## config.mk

```make
export PLATFORM = sky130hd
export DESIGN_NAME = api_frame_deframer
export DESIGN_NICKNAME = d
export VERILOG_FILES = /design/src/rtl/core/afd_pkg.sv /design/src/rtl/core/api_frame_deframer.sv
export SDC_FILE = /design/constraint.sdc
export NUM_CORES = 1
export LEC_CHECK = 0
export BUFFER_PORTS_ARGS = -buffer_cell sky130_fd_sc_hd__buf_2
export CAP_MARGIN = 0
export CORE_ASPECT_RATIO = 1.4
export CORE_MARGIN = 3
export CORE_UTILIZATION = 47
export DETAILED_ROUTE_END_ITERATION = 10
export PLACE_DENSITY = 0.76
export SYNTH_ARGS = -nofsm -noshare
export SYNTH_HDL_FRONTEND = slang
export SYNTH_SLANG_ARGS = --single-unit
export TNS_END_PERCENT = 30
```

## constraint.sdc

```tcl
create_clock -name clock -period 16.8 [get_ports clock]
set_clock_uncertainty 0.15 [all_clocks]
set_input_delay 2.52 -clock clock [delete_from_list [all_inputs] [get_ports clock]]
set_output_delay 2.52 -clock clock [all_outputs]
set_load 0.02 [all_outputs]
```

## src/rtl/core/afd_pkg.sv

```systemverilog
// Package for the API frame deframer.
// Holds the frame-format constants, register indexes and result codes.
// No dependencies.
package afd_pkg;

   localparam int unsigned BYTE_W  = 8;
   localparam int unsigned POS_W   = 9;
   localparam int unsigned OFF_W   = 6;
   localparam int unsigned CSR_IDX_W = 3;

   localparam logic [BYTE_W-1:0] START_BYTE = 8'h7E;
   localparam logic [BYTE_W-1:0] SUM_GOOD   = 8'hFF;
   localparam logic [POS_W-1:0]  LEN_BIAS   = 9'd3;
   localparam logic [POS_W-1:0]  TYPE_POS   = 9'd3;
   localparam logic [POS_W-1:0]  LEN_POS    = 9'd2;
   localparam logic [POS_W-1:0]  FIRST_POS  = 9'd1;

   typedef logic [CSR_IDX_W-1:0] csr_index_type;

   localparam csr_index_type REG_TYPE_A_CODE   = 3'd0;
   localparam csr_index_type REG_TYPE_A_OFFSET = 3'd1;
   localparam csr_index_type REG_TYPE_B_CODE   = 3'd2;
   localparam csr_index_type REG_TYPE_B_OFFSET = 3'd3;
   localparam csr_index_type REG_PAYLOAD_LIMIT = 3'd4;

   typedef logic [1:0] result_kind_type;

   localparam result_kind_type KIND_PAYLOAD  = 2'd0;
   localparam result_kind_type KIND_SUM_GOOD = 2'd1;
   localparam result_kind_type KIND_SUM_BAD  = 2'd2;

   localparam logic [BYTE_W-1:0] RST_TYPE_A_CODE   = 8'd144;
   localparam logic [OFF_W-1:0]  RST_TYPE_A_OFFSET = 6'd14;
   localparam logic [BYTE_W-1:0] RST_TYPE_B_CODE   = 8'd173;
   localparam logic [OFF_W-1:0]  RST_TYPE_B_OFFSET = 6'd4;
   localparam logic [BYTE_W-1:0] RST_PAYLOAD_LIMIT = 8'd255;

endpackage

```

## src/rtl/core/api_frame_deframer.sv

```systemverilog
// API frame deframer, top level.
// Depends on afd_pkg for frame constants, register indexes and result codes.
//
// The deframer takes one received serial byte per transfer on the req_ channel
// and recognizes radio-module API frames: a 0x7E start byte always restarts a
// frame, the next two bytes carry the length (only the low byte is used), the
// fourth byte is the frame type and the last byte is an 8-bit checksum that
// makes the sum of all bytes from the frame type onward equal 0xFF. Two frame
// types are accepted, each with its own programmable header length; any other
// type abandons the frame without a result. Each payload byte comes out on the
// rsp_ channel as one transfer with its index, up to payload_limit bytes (and
// never more than PAYLOAD_DEPTH), and the checksum byte produces one status
// transfer with the good or bad verdict and the payload length. Bytes outside
// a frame and header bytes produce nothing. The block accepts one byte every
// clock cycle: all decoding is done in a single pass from the accepted byte
// and the frame state registers into the result register, so the result of an
// accepted byte shows on rsp_ in the next cycle. req_ready stays high while the
// result register is empty or being drained in the same cycle, so only a
// stalled rsp_ channel slows the input. The csr_ port writes the five
// configuration registers and should only be used while no frame is in flight.
module api_frame_deframer #(
   parameter int unsigned PAYLOAD_DEPTH = 256
) (
   input  logic                            clock,
   input  logic                            reset,
   // Byte input channel.
   input  logic                            req_valid,
   output logic                            req_ready,
   input  logic [afd_pkg::BYTE_W-1:0]      req_rx_byte,
   // Result channel.
   output logic                            rsp_valid,
   input  logic                            rsp_ready,
   output logic [1:0]                      rsp_kind,
   output logic [afd_pkg::BYTE_W-1:0]      rsp_data_byte,
   output logic [afd_pkg::BYTE_W-1:0]      rsp_byte_index,
   output logic                            rsp_frame_kind,
   // Configuration write port.
   input  logic                            csr_write_en,
   input  logic [afd_pkg::CSR_IDX_W-1:0]   csr_index,
   input  logic [afd_pkg::BYTE_W-1:0]      csr_wdata
);

   import afd_pkg::*;

   // Wide enough for the overlong-frame limit, which can exceed the position range.
   localparam int unsigned LIM_W = POS_W + 1;
   localparam logic [LIM_W-1:0] DepthLimit = LIM_W'(PAYLOAD_DEPTH);

   // Configuration registers.
   logic [BYTE_W-1:0] type_a_code_ff;
   logic [OFF_W-1:0]  type_a_offset_ff;
   logic [BYTE_W-1:0] type_b_code_ff;
   logic [OFF_W-1:0]  type_b_offset_ff;
   logic [BYTE_W-1:0] payload_limit_ff;

   // Frame state.
   logic              in_frame_ff,  in_frame_in;
   logic [POS_W-1:0]  position_ff,  position_in;
   logic [POS_W-1:0]  frame_end_ff, frame_end_in;
   logic [OFF_W-1:0]  offset_ff,    offset_in;
   logic              kind_sel_ff,  kind_sel_in;
   logic [BYTE_W-1:0] sum_ff,       sum_in;

   // Result register.
   logic              rsp_valid_ff, rsp_valid_in;
   result_kind_type   rsp_kind_ff,  rsp_kind_in;
   logic [BYTE_W-1:0] rsp_data_ff,  rsp_data_in;
   logic [BYTE_W-1:0] rsp_index_ff, rsp_index_in;
   logic              rsp_fkind_ff, rsp_fkind_in;

   logic              req_take;
   logic              res_fire;
   logic [OFF_W-1:0]  off_cur;
   logic [POS_W-1:0]  idx;
   logic [POS_W-1:0]  pos_inc;
   logic [LIM_W-1:0]  overlong_lim;

   // A new byte can enter whenever the result register is free this cycle.
   assign req_ready = !rsp_valid_ff || rsp_ready;
   assign req_take  = req_valid && req_ready;

   always_ff @(posedge clock) begin
      if (reset) begin
         type_a_code_ff   <= RST_TYPE_A_CODE;
         type_a_offset_ff <= RST_TYPE_A_OFFSET;
         type_b_code_ff   <= RST_TYPE_B_CODE;
         type_b_offset_ff <= RST_TYPE_B_OFFSET;
         payload_limit_ff <= RST_PAYLOAD_LIMIT;
      end else if (csr_write_en) begin
         case (csr_index)
            REG_TYPE_A_CODE:   type_a_code_ff   <= csr_wdata;
            REG_TYPE_A_OFFSET: type_a_offset_ff <= csr_wdata[OFF_W-1:0];
            REG_TYPE_B_CODE:   type_b_code_ff   <= csr_wdata;
            REG_TYPE_B_OFFSET: type_b_offset_ff <= csr_wdata[OFF_W-1:0];
            REG_PAYLOAD_LIMIT: payload_limit_ff <= csr_wdata;
            default: ;
         endcase
      end
   end

   // Frame decoding: one accepted byte updates the frame state and may load
   // one result.
   always_comb begin
      in_frame_in  = in_frame_ff;
      position_in  = position_ff;
      frame_end_in = frame_end_ff;
      offset_in    = offset_ff;
      kind_sel_in  = kind_sel_ff;
      sum_in       = sum_ff;
      res_fire     = 1'b0;
      rsp_kind_in  = KIND_PAYLOAD;
      rsp_data_in  = '0;
      rsp_index_in = '0;
      rsp_fkind_in = kind_sel_ff;

      // The offset in force for this byte; the type byte selects a new one.
      off_cur = offset_ff;
      if (position_ff == TYPE_POS) begin
         off_cur = (req_rx_byte == type_a_code_ff) ? type_a_offset_ff : type_b_offset_ff;
      end
      idx          = position_ff - POS_W'(off_cur) - FIRST_POS;
      pos_inc      = position_ff + FIRST_POS;
      overlong_lim = DepthLimit + LIM_W'(off_cur) + LIM_W'(2);

      if (req_take) begin
         if (req_rx_byte == START_BYTE) begin
            in_frame_in = 1'b1;
            position_in = FIRST_POS;
            sum_in      = '0;
         end else if (in_frame_ff) begin
            if (position_ff >= TYPE_POS) begin
               sum_in = sum_ff + req_rx_byte;
            end
            if (position_ff == TYPE_POS && req_rx_byte != type_a_code_ff
                && req_rx_byte != type_b_code_ff) begin
               // Unknown frame type: drop the frame quietly.
               in_frame_in = 1'b0;
               position_in = '0;
            end else begin
               if (position_ff == LEN_POS) begin
                  frame_end_in = POS_W'(req_rx_byte) + LEN_BIAS;
               end
               if (position_ff == TYPE_POS) begin
                  offset_in   = off_cur;
                  kind_sel_in = (req_rx_byte != type_a_code_ff);
               end
               rsp_fkind_in = kind_sel_in;
               position_in  = pos_inc;
               if (position_ff >= TYPE_POS && POS_W'(off_cur) < position_ff
                   && position_ff >= frame_end_ff) begin
                  // Checksum byte: report the verdict and the payload length.
                  res_fire     = 1'b1;
                  rsp_kind_in  = (sum_in == SUM_GOOD) ? KIND_SUM_GOOD : KIND_SUM_BAD;
                  rsp_index_in = (idx[POS_W-1]) ? '1 : idx[BYTE_W-1:0];
                  in_frame_in  = 1'b0;
                  position_in  = '0;
               end else begin
                  if (position_ff >= TYPE_POS && POS_W'(off_cur) < position_ff
                      && idx < POS_W'(payload_limit_ff)
                      && LIM_W'(idx) < DepthLimit) begin
                     res_fire     = 1'b1;
                     rsp_data_in  = req_rx_byte;
                     rsp_index_in = idx[BYTE_W-1:0];
                  end
                  // A frame that runs past the payload store is abandoned.
                  if (LIM_W'(pos_inc) >= overlong_lim) begin
                     in_frame_in = 1'b0;
                     position_in = '0;
                  end
               end
            end
         end
      end

      rsp_valid_in = res_fire || (rsp_valid_ff && !rsp_ready);
   end

   always_ff @(posedge clock) begin
      if (reset) begin
         in_frame_ff  <= 1'b0;
         position_ff  <= '0;
         frame_end_ff <= '0;
         offset_ff    <= RST_TYPE_A_OFFSET;
         kind_sel_ff  <= 1'b0;
         sum_ff       <= '0;
         rsp_valid_ff <= 1'b0;
      end else begin
         in_frame_ff  <= in_frame_in;
         position_ff  <= position_in;
         frame_end_ff <= frame_end_in;
         offset_ff    <= offset_in;
         kind_sel_ff  <= kind_sel_in;
         sum_ff       <= sum_in;
         rsp_valid_ff <= rsp_valid_in;
      end
   end

   // Result payload only loads when a new result is produced.
   always_ff @(posedge clock) begin
      if (res_fire) begin
         rsp_kind_ff  <= rsp_kind_in;
         rsp_data_ff  <= rsp_data_in;
         rsp_index_ff <= rsp_index_in;
         rsp_fkind_ff <= rsp_fkind_in;
      end
   end

   assign rsp_valid      = rsp_valid_ff;
   assign rsp_kind       = rsp_kind_ff;
   assign rsp_data_byte  = rsp_data_ff;
   assign rsp_byte_index = rsp_index_ff;
   assign rsp_frame_kind = rsp_fkind_ff;

endmodule

```

**After elaboration in Yosys (flattened, before gate mapping)**

Index checks and enable logic that the tools add are counted.

- Bits in registers: 90
- Input port bits: 24
- Output and inout port bits: 21
- Word-level logic and storage cells: 104

- Add/subtract/negate cells: 7
- $lt $le $gt $ge: 6
- Equal/unequal tests: 11
- Mux-type cells: 33
- Bitwise operators: 6
- Reduce and logical (&&, ||, !) cells: 25

Operators with widths:

| kind | count |
|---|---|
| $mux 8 | 9 |
| $mux 9 | 5 |
| $eq 9x2->1 const B | 2 |
| $mux 1 | 16 |
| $ne 8x8->1 | 2 |
| $mux 6 | 2 |
| $reduce_and 2->1 | 6 |
| $add 10x2->10 const B | 1 |
| $add 9x6->10 const A | 1 |
| $ge 9x10->1 | 1 |
| $reduce_and 5->1 | 2 |
| $add 8x2->9 const B | 1 |
| $add 9x1->9 const B | 1 |
| $ge 9x2->1 const B | 1 |
| $ge 9x9->1 | 1 |
| $lt 6x9->1 | 1 |
| $lt 9x8->1 | 1 |
| $lt 9x9->1 const B | 1 |
| $sub 9x1->9 const B | 1 |
| $sub 9x6->9 | 1 |
| $add 8x8->8 | 1 |
| $eq 8x7->1 const B | 1 |
| $eq 8x8->1 | 1 |
| $eq 8x8->1 const B | 1 |
| other kinds (13) | 28 |

**Logic depth before layout (Yosys ltp)**

Gate-level depths: netlist of the first run.

- Depth in word-level cells: 15
- Gate-level depth with buffers: 23
- Depth with buffers taken out: 20

**Worst setup path before layout of the first run**

OpenSTA, ideal clock, no wires.

- Kind: input-to-reg
- Start point: input port req_rx_byte[2] in the netlist's numbering
- End point: register rsp_index_ff[0], in the netlist rsp_byte_index[0] (enable)
- Setup time: 0.374 ns
- Arrival: 6.548 ns
- Required time: 16.276 ns
- Slack: 9.729 ns
- Stages on the path: 20
- Buffers on the path: 2
- Path through: clkbuf_1 > xnor2_1 > nand4_1 > nor2_4 > mux2i_1 > o21ai_0 > inv_1 > ha_1 > a21oi_1 > o21ai_0 > a211oi_1 > xor2_1 > inv_1 > ha_1 > a211o_1 > a31oi_1 > o2111ai_1 > and2_1 > buf_2 > inv_1

- Word-level cells in the longest chain between the ends: 14
- Elaborated cells on any way between the ends: 23
- Classes of those cells: add/sub (2); order compare (3); eq/ne (4); mux (8); reduce/logical (6)

RTL lines:

| item | line | source |
|---|---|---|
| start: declaration | api_frame_deframer.sv:29 | `input logic [afd_pkg::BYTE_W-1:0] req_rx_byte,` |
| $eq 8x8->1 (*) | api_frame_deframer.sv:119 | `off_cur = (req_rx_byte == type_a_code_ff) ? type_a_offset_ff : type_b_offset_ff;` |
| $mux 6 (*) | api_frame_deframer.sv:119 |  |
| $mux 6 (*) | api_frame_deframer.sv:118 | `if (position_ff == TYPE_POS) begin` |
| via off_cur[1] | api_frame_deframer.sv:73 | `logic [OFF_W-1:0] off_cur;` |
| $sub 9x6->9 | api_frame_deframer.sv:121 | `idx = position_ff - POS_W'(off_cur) - FIRST_POS;` |
| $sub 9x1->9 | api_frame_deframer.sv:121 |  |
| $lt 9x8->1 | api_frame_deframer.sv:159 | `&& idx < POS_W'(payload_limit_ff)` |
| $logic_and 1x1->1 | api_frame_deframer.sv:159 |  |
| $logic_and 1x1->1 | api_frame_deframer.sv:160 | `&& LIM_W'(idx) < DepthLimit) begin` |
| $mux 1 | api_frame_deframer.sv:158 | `if (position_ff >= TYPE_POS && POS_W'(off_cur) < position_ff` |
| $mux 1 (*) | api_frame_deframer.sv:149 | `if (position_ff >= TYPE_POS && POS_W'(off_cur) < position_ff` |
| $mux 1 (*) | api_frame_deframer.sv:134 | `if (position_ff == TYPE_POS && req_rx_byte != type_a_code_ff` |
| $mux 1 (*) | api_frame_deframer.sv:130 | `end else if (in_frame_ff) begin` |
| $mux 1 (*) | api_frame_deframer.sv:126 | `if (req_rx_byte == START_BYTE) begin` |
| $mux 1 (*) | api_frame_deframer.sv:125 | `if (req_take) begin` |
| via res_fire | api_frame_deframer.sv:72 | `logic res_fire;` |
| end signal: assignment | api_frame_deframer.sv:203 | `rsp_index_ff <= rsp_index_in;` |
| end: declaration | api_frame_deframer.sv:68 | `logic [BYTE_W-1:0] rsp_index_ff, rsp_index_in;` |

Mark *: on every way through the listed nets, which the timed path passes. The rest lies on a longest branch.
A chain may end at the register's enable or synchronous reset.

**Worst setup path after layout of the first run**

- Start point: input port req_rx_byte[2] in the netlist's numbering
- End point: register rsp_fkind_ff, in the netlist rsp_frame_kind (enable)

- Word-level cells in the longest chain between the ends: 14
- Elaborated cells on any way between the ends: 23
- Classes of those cells: add/sub (2); order compare (3); eq/ne (4); mux (8); reduce/logical (6)

RTL lines:

| item | line | source |
|---|---|---|
| $eq 8x8->1 (*) | api_frame_deframer.sv:119 |  |
| $mux 6 (*) | api_frame_deframer.sv:119 |  |
| $mux 6 (*) | api_frame_deframer.sv:118 |  |
| via off_cur[1] | api_frame_deframer.sv:73 |  |
| $sub 9x6->9 | api_frame_deframer.sv:121 |  |
| $sub 9x1->9 | api_frame_deframer.sv:121 |  |
| $lt 9x8->1 | api_frame_deframer.sv:159 |  |
| $logic_and 1x1->1 | api_frame_deframer.sv:159 |  |
| $logic_and 1x1->1 | api_frame_deframer.sv:160 |  |
| $mux 1 | api_frame_deframer.sv:158 |  |
| $mux 1 (*) | api_frame_deframer.sv:149 |  |
| $mux 1 (*) | api_frame_deframer.sv:134 |  |
| $mux 1 (*) | api_frame_deframer.sv:130 |  |
| $mux 1 (*) | api_frame_deframer.sv:126 |  |
| $mux 1 (*) | api_frame_deframer.sv:125 |  |
| via res_fire | api_frame_deframer.sv:72 |  |
| end signal: assignment | api_frame_deframer.sv:204 | `rsp_fkind_ff <= rsp_fkind_in;` |
| end: declaration | api_frame_deframer.sv:69 | `logic rsp_fkind_ff, rsp_fkind_in;` |

Marked as above.

==> metrics, run 1 <==
outcome completed; Initial Util 48.7%; number of diodes 0; Synth Register Bits 90; number of buffers on the longest clock path 2; Placer Congestion 0.981; Die Footprint 0.0127 mm2; post-route minimum period 7.49 ns; TNS Setup 0 ns; vias per std cell 5.57; average cell area after synthesis 8.72 um2; final setup vio count 0; combinational fraction of design power 6.0%; leading area contributor after synthesis sky130_fd_sc_hd__dfxtp_1; setup slack at placement 9.02 ns; clock tree from TritonCTS built; Die Y 132 um; via count of the first global-routing pass 4280; count of flip-flops with a built-in enable after synthesis 19; max frequency 133 MHz; warnings from Yosys 0; final-layout fill cell count 982; Antenna Nets Post-Route 0; worst-margin pin slew 0.878 ns; Layout Area Growth over Synthesis 10.6%; critical setup path kind input port to register; CTS root buffer sky130_fd_sc_hd__clkbuf_16; cell depth of the worst hold path 1; worst IR drop on VDD 0.0574 mV; max_slew headroom 41.2%; share of layout cells above drive strength 1 10.6%; Die W 96.1 um; DRT iter0 DRCs between 300 and 400; cell types with the largest area share after synthesis sky130_fd_sc_hd__dfxtp_1, sky130_fd_sc_hd__ha_1, sky130_fd_sc_hd__edfxtp_1; register area share after synthesis 37.3%; reg2reg path depth 17; Final period util ~45%; Setup Fix Bufs, Post-CTS 0; Slew Limit Fails 0; Req. time, crit path between 15 and 20 ns; most frequent standard cell in the layout excluding fill and tap cells sky130_fd_sc_hd__dfxtp_1; number of hold-repair buffers added at the cts stage 0; Critical Path Sink Type register; sequential cell area between 0.0015 and 0.002 mm2; CP Launch Type input port; distinct cell type count of the synthesized netlist 53; count of TritonRoute iterations in the first routing pass 5; fraction of registers with async set/reset 0%; final global-route overflow total 0; commonest cells after routing, fill and taps aside sky130_fd_sc_hd__dfxtp_1, sky130_fd_sc_hd__nand2_1, sky130_fd_sc_hd__nor2_1, sky130_fd_sc_hd__ha_1, sky130_fd_sc_hd__inv_1; Worst-path clk slew approximately 0.06 ns; area of the mapped netlist between 0.005 and 0.006 mm2; Flop pwr share 50.9%; number of cells produced by synthesis slightly above 600; net switching power figure around 0.00011 W; input/output buffers 44; syn_nets 685; RSZ-0062 raised after global routing false; largest net degree at the start of global routing 69; TritonCTS Buffers 9; Clock power frac 43.0%; CTS Sinks 90; area of the core approximately 0.011 mm2; GR Util All Layers 21.0%; type of the tightest min-delay check register to register; arrival time of the worst setup path around 7.3 ns; via count approximately 4400; most used flip-flop cell after synthesis sky130_fd_sc_hd__dfxtp_1; power per cell area 74.3 mW/mm2; FP Rows 45; area used by multi-input combinational logic around 0.0031 mm2; final routed wire length divided by cell count about 16 um; internal power consumption 0.000334 W; number of antenna violations at the first check in global routing 0; top-level port count 45; DRC violations left 0; share of the synthesized area in the top cell type 26.6%; htree depth 3; number of hold-slack violations in the final timing report 0; number of max-capacitance violations reported 0; minimum setup slack in the final design 9.31 ns; Total Routed Length 12700 um; maximum net fanout on the critical path 19; source-to-sink clock delay at the later pin of the worst-skew pair 0.35 ns; switching power share of the total roughly a quarter; PostCTS Resize Cnt 0; number of nets at the end of the flow 715; global-route wire length before repair 20900 um; placed wire-length estimate after detailed placement 9630 um; Leak Pwr roughly 2.4 nW
[synthesized netlist by cell type (5+ instances only)]
cell and n:
sky130_fd_sc_hd__dfxtp_1 71, sky130_fd_sc_hd__nand2_1 69, sky130_fd_sc_hd__nor2_1 57, sky130_fd_sc_hd__ha_1 46, sky130_fd_sc_hd__inv_1 45, sky130_fd_sc_hd__a21oi_1 42
sky130_fd_sc_hd__xnor2_1 33, sky130_fd_sc_hd__mux2i_1 24, sky130_fd_sc_hd__clkbuf_1 20, sky130_fd_sc_hd__edfxtp_1 19, sky130_fd_sc_hd__o21ai_0 16, sky130_fd_sc_hd__nor2b_1 15
sky130_fd_sc_hd__nand3_1 14, sky130_fd_sc_hd__a211o_1 12, sky130_fd_sc_hd__nand3b_1 12, sky130_fd_sc_hd__and2_1 10, sky130_fd_sc_hd__xor2_1 9, sky130_fd_sc_hd__a211oi_1 8
sky130_fd_sc_hd__a21o_1 8, sky130_fd_sc_hd__nand2b_1 8, sky130_fd_sc_hd__nand4_1 7, sky130_fd_sc_hd__or3_1 7, sky130_fd_sc_hd__a22oi_1 6, sky130_fd_sc_hd__and3_1 5
sky130_fd_sc_hd__nor3_1 5
[worst max-delay path: stages]
cell and delay, ns:
sky130_fd_sc_hd__buf_2 0.21, sky130_fd_sc_hd__xnor2_1 0.16, sky130_fd_sc_hd__nand4_1 0.20, sky130_fd_sc_hd__nor2_4 0.34, sky130_fd_sc_hd__mux2i_1 0.12, sky130_fd_sc_hd__o21ai_0 0.62, sky130_fd_sc_hd__inv_1 0.16, sky130_fd_sc_hd__ha_1 0.24
sky130_fd_sc_hd__a21oi_1 0.15, sky130_fd_sc_hd__o21ai_0 0.08, sky130_fd_sc_hd__a211oi_1 0.28, sky130_fd_sc_hd__xor2_1 0.20, sky130_fd_sc_hd__inv_1 0.06, sky130_fd_sc_hd__ha_1 0.29, sky130_fd_sc_hd__a211o_1 0.26, sky130_fd_sc_hd__a31oi_1 0.15
sky130_fd_sc_hd__o2111ai_1 0.30, sky130_fd_sc_hd__and2_1 0.38, sky130_fd_sc_hd__inv_1 0.59
[routing by layer]
layer  GRT usage (%)  vias to the layer above  share of wire (%)
met2            34.4                      130                 50
met3            3.60                       32                4.0
met1            25.9                     2057                 43
met4            10.8                        0                3.4
li1                -                     2174                  -
met5               0                        -                  0
[sequential cells by signal (all words and copies together), names as in the netlist, 2 cells and up]
signal / flops
sum_ff: 8
offset_ff: 6
position_ff: 9
type_a_offset_ff: 6
payload_limit_ff: 8
rsp_kind: 2
type_a_code_ff: 8
type_b_offset_ff: 6
type_b_code_ff: 8
rsp_data_byte: 8
frame_end_ff: 9
rsp_byte_index: 8
[power by group through the flow]
stage | registers, W | clock network (W) | logic (W)
6_report | 0.000224 | 0.000189 | 0.0000265
5_1_grt | 0.000224 | 0.000200 | 0.0000294
4_1_cts | 0.000224 | 0.000192 | 0.0000264
3_5_place_dp | 0.000229 | 0 | 0.0000262
3_3_place_gp | 0.000229 | 0 | 0.0000253
2_1_floorplan | 0.000228 | 0 | 0.0000176
[logic make-up after synthesis]
| kind of cell | count (synthesis) | synth area share (%) |
|---|---|---|
| AND/OR/NAND/NOR | 219 | 20.1 |
| AO/OA/AOI/OAI | 118 | 14.2 |
| flip-flops | 90 | 37.3 |
| buffers and inverters | 71 | 5.34 |
| adder cells (fa/ha/maj) | 48 | 11.5 |
| XOR/XNOR | 42 | 6.88 |
| multiplexers | 25 | 4.71 |
[area by class of cell]
cell class | count | share of cell area, %
Tap cell | 141 | 2.98
Clock buffer | 9 | 3.81
Timing Repair Buffer | 45 | 3.85
Multi-Input combinational cell | 452 | 51.9
Inverter | 45 | 2.86
Clock inverter | 7 | 0.889
Sequential cell | 90 | 33.7
[stage by stage]
stage	utilization [%]	cell area [um2]	instances	hold WS (ns)	total power (W)
after floorplan	-	5350	613	0.285	0.000246
after global placement	51.3	5630	773	0.296	0.000254
after detailed placement	51.3	5630	773	0.301	0.000255
after CTS	53.8	5910	789	0.316	0.000442
after global routing	53.8	5910	789	0.346	0.000453
final	53.8	5910	789	0.315	0.000439
[final timing paths]
check / slack [ns] / endpoint / start
max: 9.31 / rsp_frame_kind / req_rx_byte[2]
min: 0.32 / type_b_offset_ff[2] / type_b_offset_ff[2]
max reg2reg: 10.76 / rsp_frame_kind / position_ff[6]
min reg2reg: 0.32 / type_b_offset_ff[2] / type_b_offset_ff[2]
No activity file was read; power rests on OpenSTA's default activity.
==> inputs of run 2 (changes only) <==
- PLACE_DENSITY: 0.76 -> 0.79
- clock period: 16.8 -> 6.65 ns (I/O delays scaled with it)
==> metrics, run 2 (synthesis results as in run 1) <==
vias per std cell 5.58; clock tree from TritonCTS built; DRC violations left 0; htree depth 3; Initial Util 48.7%; max frequency 175 MHz; Flop pwr share 50.1%; max_slew headroom 40.7%; Clock power frac approximately 44%; TritonCTS Buffers 9; switching power share of the total 22.2%; Antenna Nets Post-Route 0; Worst-path clk slew 0.06 ns; final global-route overflow total 0; area of the core 0.0110 mm2; number of hold-repair buffers added at the cts stage 0; RSZ-0062 raised after global routing false; via count around 4400; number of max-capacitance violations reported 0; input/output buffers 44; combinational fraction of design power about 5.9%; net switching power figure about 0.00025 W; FP Rows 45; Die Footprint 0.0127 mm2; CP Launch Type register; commonest cells after routing, fill and taps aside sky130_fd_sc_hd__dfxtp_1, sky130_fd_sc_hd__nand2_1, sky130_fd_sc_hd__nor2_1, sky130_fd_sc_hd__ha_1, sky130_fd_sc_hd__inv_1; CTS root buffer sky130_fd_sc_hd__clkbuf_16; number of diodes 0; source-to-sink clock delay at the later pin of the worst-skew pair around 0.34 ns; top-level port count 45; post-placement cell count 774; Die W 96.1 um; placed wire-length estimate after detailed placement between 9000 and 10000 um; Setup Fix Bufs, Post-CTS 0; arrival time of the worst setup path 5.54 ns; type of the tightest min-delay check register to register; post-route minimum period 5.72 ns; internal power consumption roughly 0.00088 W; largest registers frame_end_ff: 9 flops, position_ff: 9 flops; number of nets at the end of the flow between 700 and 800; critical setup path kind register to register; Final period util 86.0%; worst-margin pin slew 0.886 ns; largest net degree at the start of global routing 69; PostCTS Resize Cnt 0; Slew Limit Fails 0; number of antenna violations at the first check in global routing 0; GR Util All Layers around a fifth; final-layout fill cell count between 1000 and 1500; final routed wire length divided by cell count between 15 and 20 um; worst IR drop on VDD 0.177 mV; Total Routed Length 12800 um; final setup vio count 0; count of TritonRoute iterations in the first routing pass 5; CTS Sinks 90; Layout Area Growth over Synthesis 10.9%; power per cell area 190 mW/mm2; count of placed standard cells in the final layout, fillers left out 790; global-route wire length before repair 20600 um; Leak Pwr ~2.5 nW; number of buffers on the longest clock path 2; share of layout cells above drive strength 1 a little over a tenth; Critical Path Sink Type register; Placer Congestion just under 1; via count of the first global-routing pass between 4000 and 5000; outcome completed; Req. time, crit path 6.47 ns; most frequent standard cell in the layout excluding fill and tap cells sky130_fd_sc_hd__dfxtp_1; Die Y approximately 130 um; maximum net fanout on the critical path 19; DRT iter0 DRCs 269; number of hold-slack violations in the final timing report 0; TNS Setup 0 ns
-- run 2: cell count changes in the layout (fill, tap and decap cells not counted) --
cell / delta
sky130_fd_sc_hd__inv_6: -1
sky130_fd_sc_hd__clkbuf_1: +2
sky130_fd_sc_hd__bufinv_16: +1
sky130_fd_sc_hd__buf_4: +1
sky130_fd_sc_hd__inv_8: -1
sky130_fd_sc_hd__clkinvlp_4: -1
-- run 2: critical path, stage by stage, from the launching register on --
cell	delay, ns
sky130_fd_sc_hd__dfxtp_1	0.43
sky130_fd_sc_hd__or3_1	0.48
sky130_fd_sc_hd__nor2b_1	0.35
sky130_fd_sc_hd__nand2_1	0.35
sky130_fd_sc_hd__o21ai_0	0.58
sky130_fd_sc_hd__inv_1	0.17
sky130_fd_sc_hd__ha_1	0.39
sky130_fd_sc_hd__a211oi_1	0.26
sky130_fd_sc_hd__xor2_1	0.21
sky130_fd_sc_hd__inv_1	0.07
sky130_fd_sc_hd__ha_1	0.29
sky130_fd_sc_hd__a211o_1	0.26
sky130_fd_sc_hd__a31oi_1	0.17
sky130_fd_sc_hd__o2111ai_1	0.25
sky130_fd_sc_hd__and2_1	0.35
sky130_fd_sc_hd__inv_1	0.58
-- run 2: metal layers --
layer	global-route usage [%]	up-vias	wire, um
met5	0	-	0
met4	8.62	0	406
met3	4.23	28	555
met2	35.2	135	6500
met1	25.1	2077	5330
li1	-	2170	-
-- run 2: layout make-up --
class / instances / area [um2] / area share (%)
clock inverters: 5 / 55.1 / 0.929
inverters: 45 / 169 / 2.85
clock buffers: 11 / 233 / 3.93
multi-input cells: 452 / 3070 / 51.8
flip-flops and latches: 90 / 1990 / 33.6
well taps: 141 / 176 / 2.98
repair buffers: 46 / 235 / 3.97
-- run 2: path summary, 6_finish.rpt --
path	startpoint	endpoint	slack (ns)	depth (start not counted)
max	position_ff[6]	rsp_data_byte[6]	0.93	15
min	type_b_offset_ff[2]	type_b_offset_ff[2]	0.31	1
max reg2reg	position_ff[6]	rsp_data_byte[6]	0.93	15
min reg2reg	type_b_offset_ff[2]	type_b_offset_ff[2]	0.31	1
-- run 2: metrics by stage --
step | power [W] | hold WS (ns) | cell area, um2 | worst slack, ns | utilization (%)
2_1_floorplan | 0.000620 | 0.285 | 5350 | 1.10 | -
3_3_place_gp | 0.000641 | 0.297 | 5640 | 0.851 | 51.4
3_5_place_dp | 0.000643 | 0.300 | 5640 | 0.652 | 51.4
4_1_cts | 0.00113 | 0.314 | 5930 | 0.973 | 54.0
5_1_grt | 0.00116 | 0.333 | 5930 | 0.541 | 54.0
6_report | 0.00113 | 0.313 | 5930 | 0.928 | 54.0
-- run 2: power groups by stage --
| stage | combinational [W] | clock [W] | sequential [W] |
|---|---|---|---|
| floorplan | 0.0000444 | 0 | 0.000576 |
| global placement | 0.0000633 | 0 | 0.000577 |
| detailed placement | 0.0000657 | 0 | 0.000577 |
| CTS | 0.0000660 | 0.000503 | 0.000565 |
| global route | 0.0000736 | 0.000523 | 0.000566 |
| finish | 0.0000664 | 0.000496 | 0.000565 |
==> inputs of run 3 (changes only) <==
- clock period: 6.65 -> 5.1 ns (I/O delays scaled with it)
==> metrics, run 3 (synthesis results as in run 1) <==
outcome completed; number of antenna violations at the first check in global routing 0; DRT iter0 DRCs 200; standard cell with the maximum stage delay on the critical path sky130_fd_sc_hd__nor4_1; Clock power frac a little over two fifths; max_slew headroom ~22%; Slew Limit Fails 0; Leak Pwr 2.57 nW; via count of the first global-routing pass approximately 4500; net switching power figure 0.000346 W; CTS Sinks 90; source-to-sink clock delay at the later pin of the worst-skew pair around 0.35 ns; number of buffers on the longest clock path 2; Final period util 91.1%; count of cell instances traversed by the critical path 17; number of max-capacitance violations reported 0; arrival time of the worst setup path about 4.6 ns; kind of cell adding the most delay to the critical path compound AO/OA/AOI/OAI gates; internal power consumption about 0.0011 W; DP Area 0.00584 mm2; top-level port count 45; type of the tightest min-delay check register to register; TritonCTS Buffers 9; final setup vio count 0; most frequent standard cell in the layout excluding fill and tap cells sky130_fd_sc_hd__dfxtp_1; RSZ-0062 raised after global routing false; total non-filler cell area in the finished layout 0.00614 mm2; Placer Congestion between 0.9 and 1; input/output buffers 44; Critical Path Sink Type register; post-route minimum period 4.65 ns; worst IR drop on VDD about 0.17 mV; number of nets at the end of the flow 743; global-route wire length before repair 21600 um; vias per std cell between 5 and 6; Req. time, crit path 5.00 ns; post-placement cell count 800; final routed wire length divided by cell count 16.1 um; commonest cells after routing, fill and taps aside sky130_fd_sc_hd__dfxtp_1, sky130_fd_sc_hd__nand2_1, sky130_fd_sc_hd__nor2_1, sky130_fd_sc_hd__ha_1; Layout Area Growth over Synthesis 14.9%; CP startpoint position_ff[2]; launch instance of the worst register-to-register path position_ff[2]; final global-route overflow total 0; FP Rows 45; largest net degree at the start of global routing 69; Flop pwr share 50.9%; switching power share of the total 23.9%; worst path buffer plus inverter count 3; number of diodes 0; Setup crit end rsp_frame_kind; CTS root buffer sky130_fd_sc_hd__clkbuf_16; count of placed standard cells in the final layout, fillers left out 817; maximum net fanout on the critical path 19; Initial Util 48.7%; Die Footprint about 0.013 mm2; count of TritonRoute iterations in the first routing pass 5; area of the core 0.0110 mm2; htree depth 3; number of hold-repair buffers added at the cts stage 0; Setup Fix Bufs, Post-CTS 0; CP Launch Type register; number of hold-slack violations in the final timing report 0; end of the worst register-to-register path rsp_frame_kind; Die Y about 130 um; placed wire-length estimate after detailed placement around 10000 um; max frequency around 220 MHz; critical setup path kind register to register; combinational fraction of design power 6.4%; GR Util All Layers between 20 and 25%; final-layout fill cell count 983; reg2reg path depth 17; Antenna Nets Post-Route 0; largest registers frame_end_ff: 9 flops, position_ff: 9 flops; Die W 96.1 um; power per cell area between 200 and 250 mW/mm2; Total Routed Length 13100 um; hold_sp payload_limit_ff[7]; TNS Setup 0 ns; Worst-path clk slew 0.06 ns; CP Cell Sequence nor4_1 > nor2b_1 > nand2_1 > o21ai_0 > ha_1 > a21oi_1 > o21ai_0 > a211oi_1 > xor2_1 > inv_1 > ha_1 > a211o_1 > a31oi_1 > o2111ai_1 > and2_1 > clkinvlp_4 > buf_12; overall power of the completed layout ~0.0014 W; worst-margin pin slew 1.17 ns; via count 4493; CP max stage delay approximately 0.43 ns; PostCTS Resize Cnt 0; clock tree from TritonCTS built; DRC violations left 0; register-to-register setup slack 0.45 ns; share of layout cells above drive strength 1 between 10 and 15%
## run 3: tightest hold or removal path, delay by kind of cell, from the launching register on
kind             cells  cell delay (ns)
AND/OR/NAND/NOR      2             0.11
flip-flops           1             0.31
## run 3: layout make-up
type	instances	area [um2]	area share, %
Multi-Input combinational cell	452	3070	49.9
Sequential cell	90	1990	32.4
Timing Repair Buffer	73	450	7.33
Clock buffer	9	225	3.67
Tap cell	141	176	2.87
Inverter	45	173	2.81
Clock inverter	7	57.6	0.937
## run 3: power by group through the flow
stage	registers (W)	logic, W	clock network (W)
detailed placement	0.000753	0.0000920	0
global placement	0.000753	0.0000884	0
floorplan	0.000751	0.0000578	0
global route	0.000737	0.000102	0.000654
finish	0.000737	0.0000929	0.000619
CTS	0.000737	0.0000928	0.000629
## run 3: how the worst min path moves through the flow
stage | endpoint | slack, ns | depth (start not counted)
floorplan | type_b_offset_ff[2] | 0.28 | 1
global placement | type_b_offset_ff[2] | 0.30 | 1
detailed placement | payload_limit_ff[7] | 0.31 | 2
CTS | payload_limit_ff[7] | 0.32 | 2
global route | type_a_code_ff[0] | 0.34 | 2
finish | payload_limit_ff[7] | 0.32 | 2
## run 3: routing by layer
metal	part of all wire (%)	GRT usage, %	up-vias
li1	-	-	2228
met4	4.7	13.1	0
met1	40	24.3	2117
met3	3.2	2.74	46
met2	52	37.8	102
met5	0	0	-
## run 3: stage by stage
stage | worst slack [ns] | hold WS [ns] | utilization [%]
after floorplan | 0.141 | 0.285 | -
after CTS | 0.327 | 0.320 | 55.8
after detailed placement | 0.0313 | 0.306 | 53.2
after global placement | 0.186 | 0.303 | 53.2
after global routing | 0.0173 | 0.342 | 55.9
final | 0.452 | 0.319 | 55.9
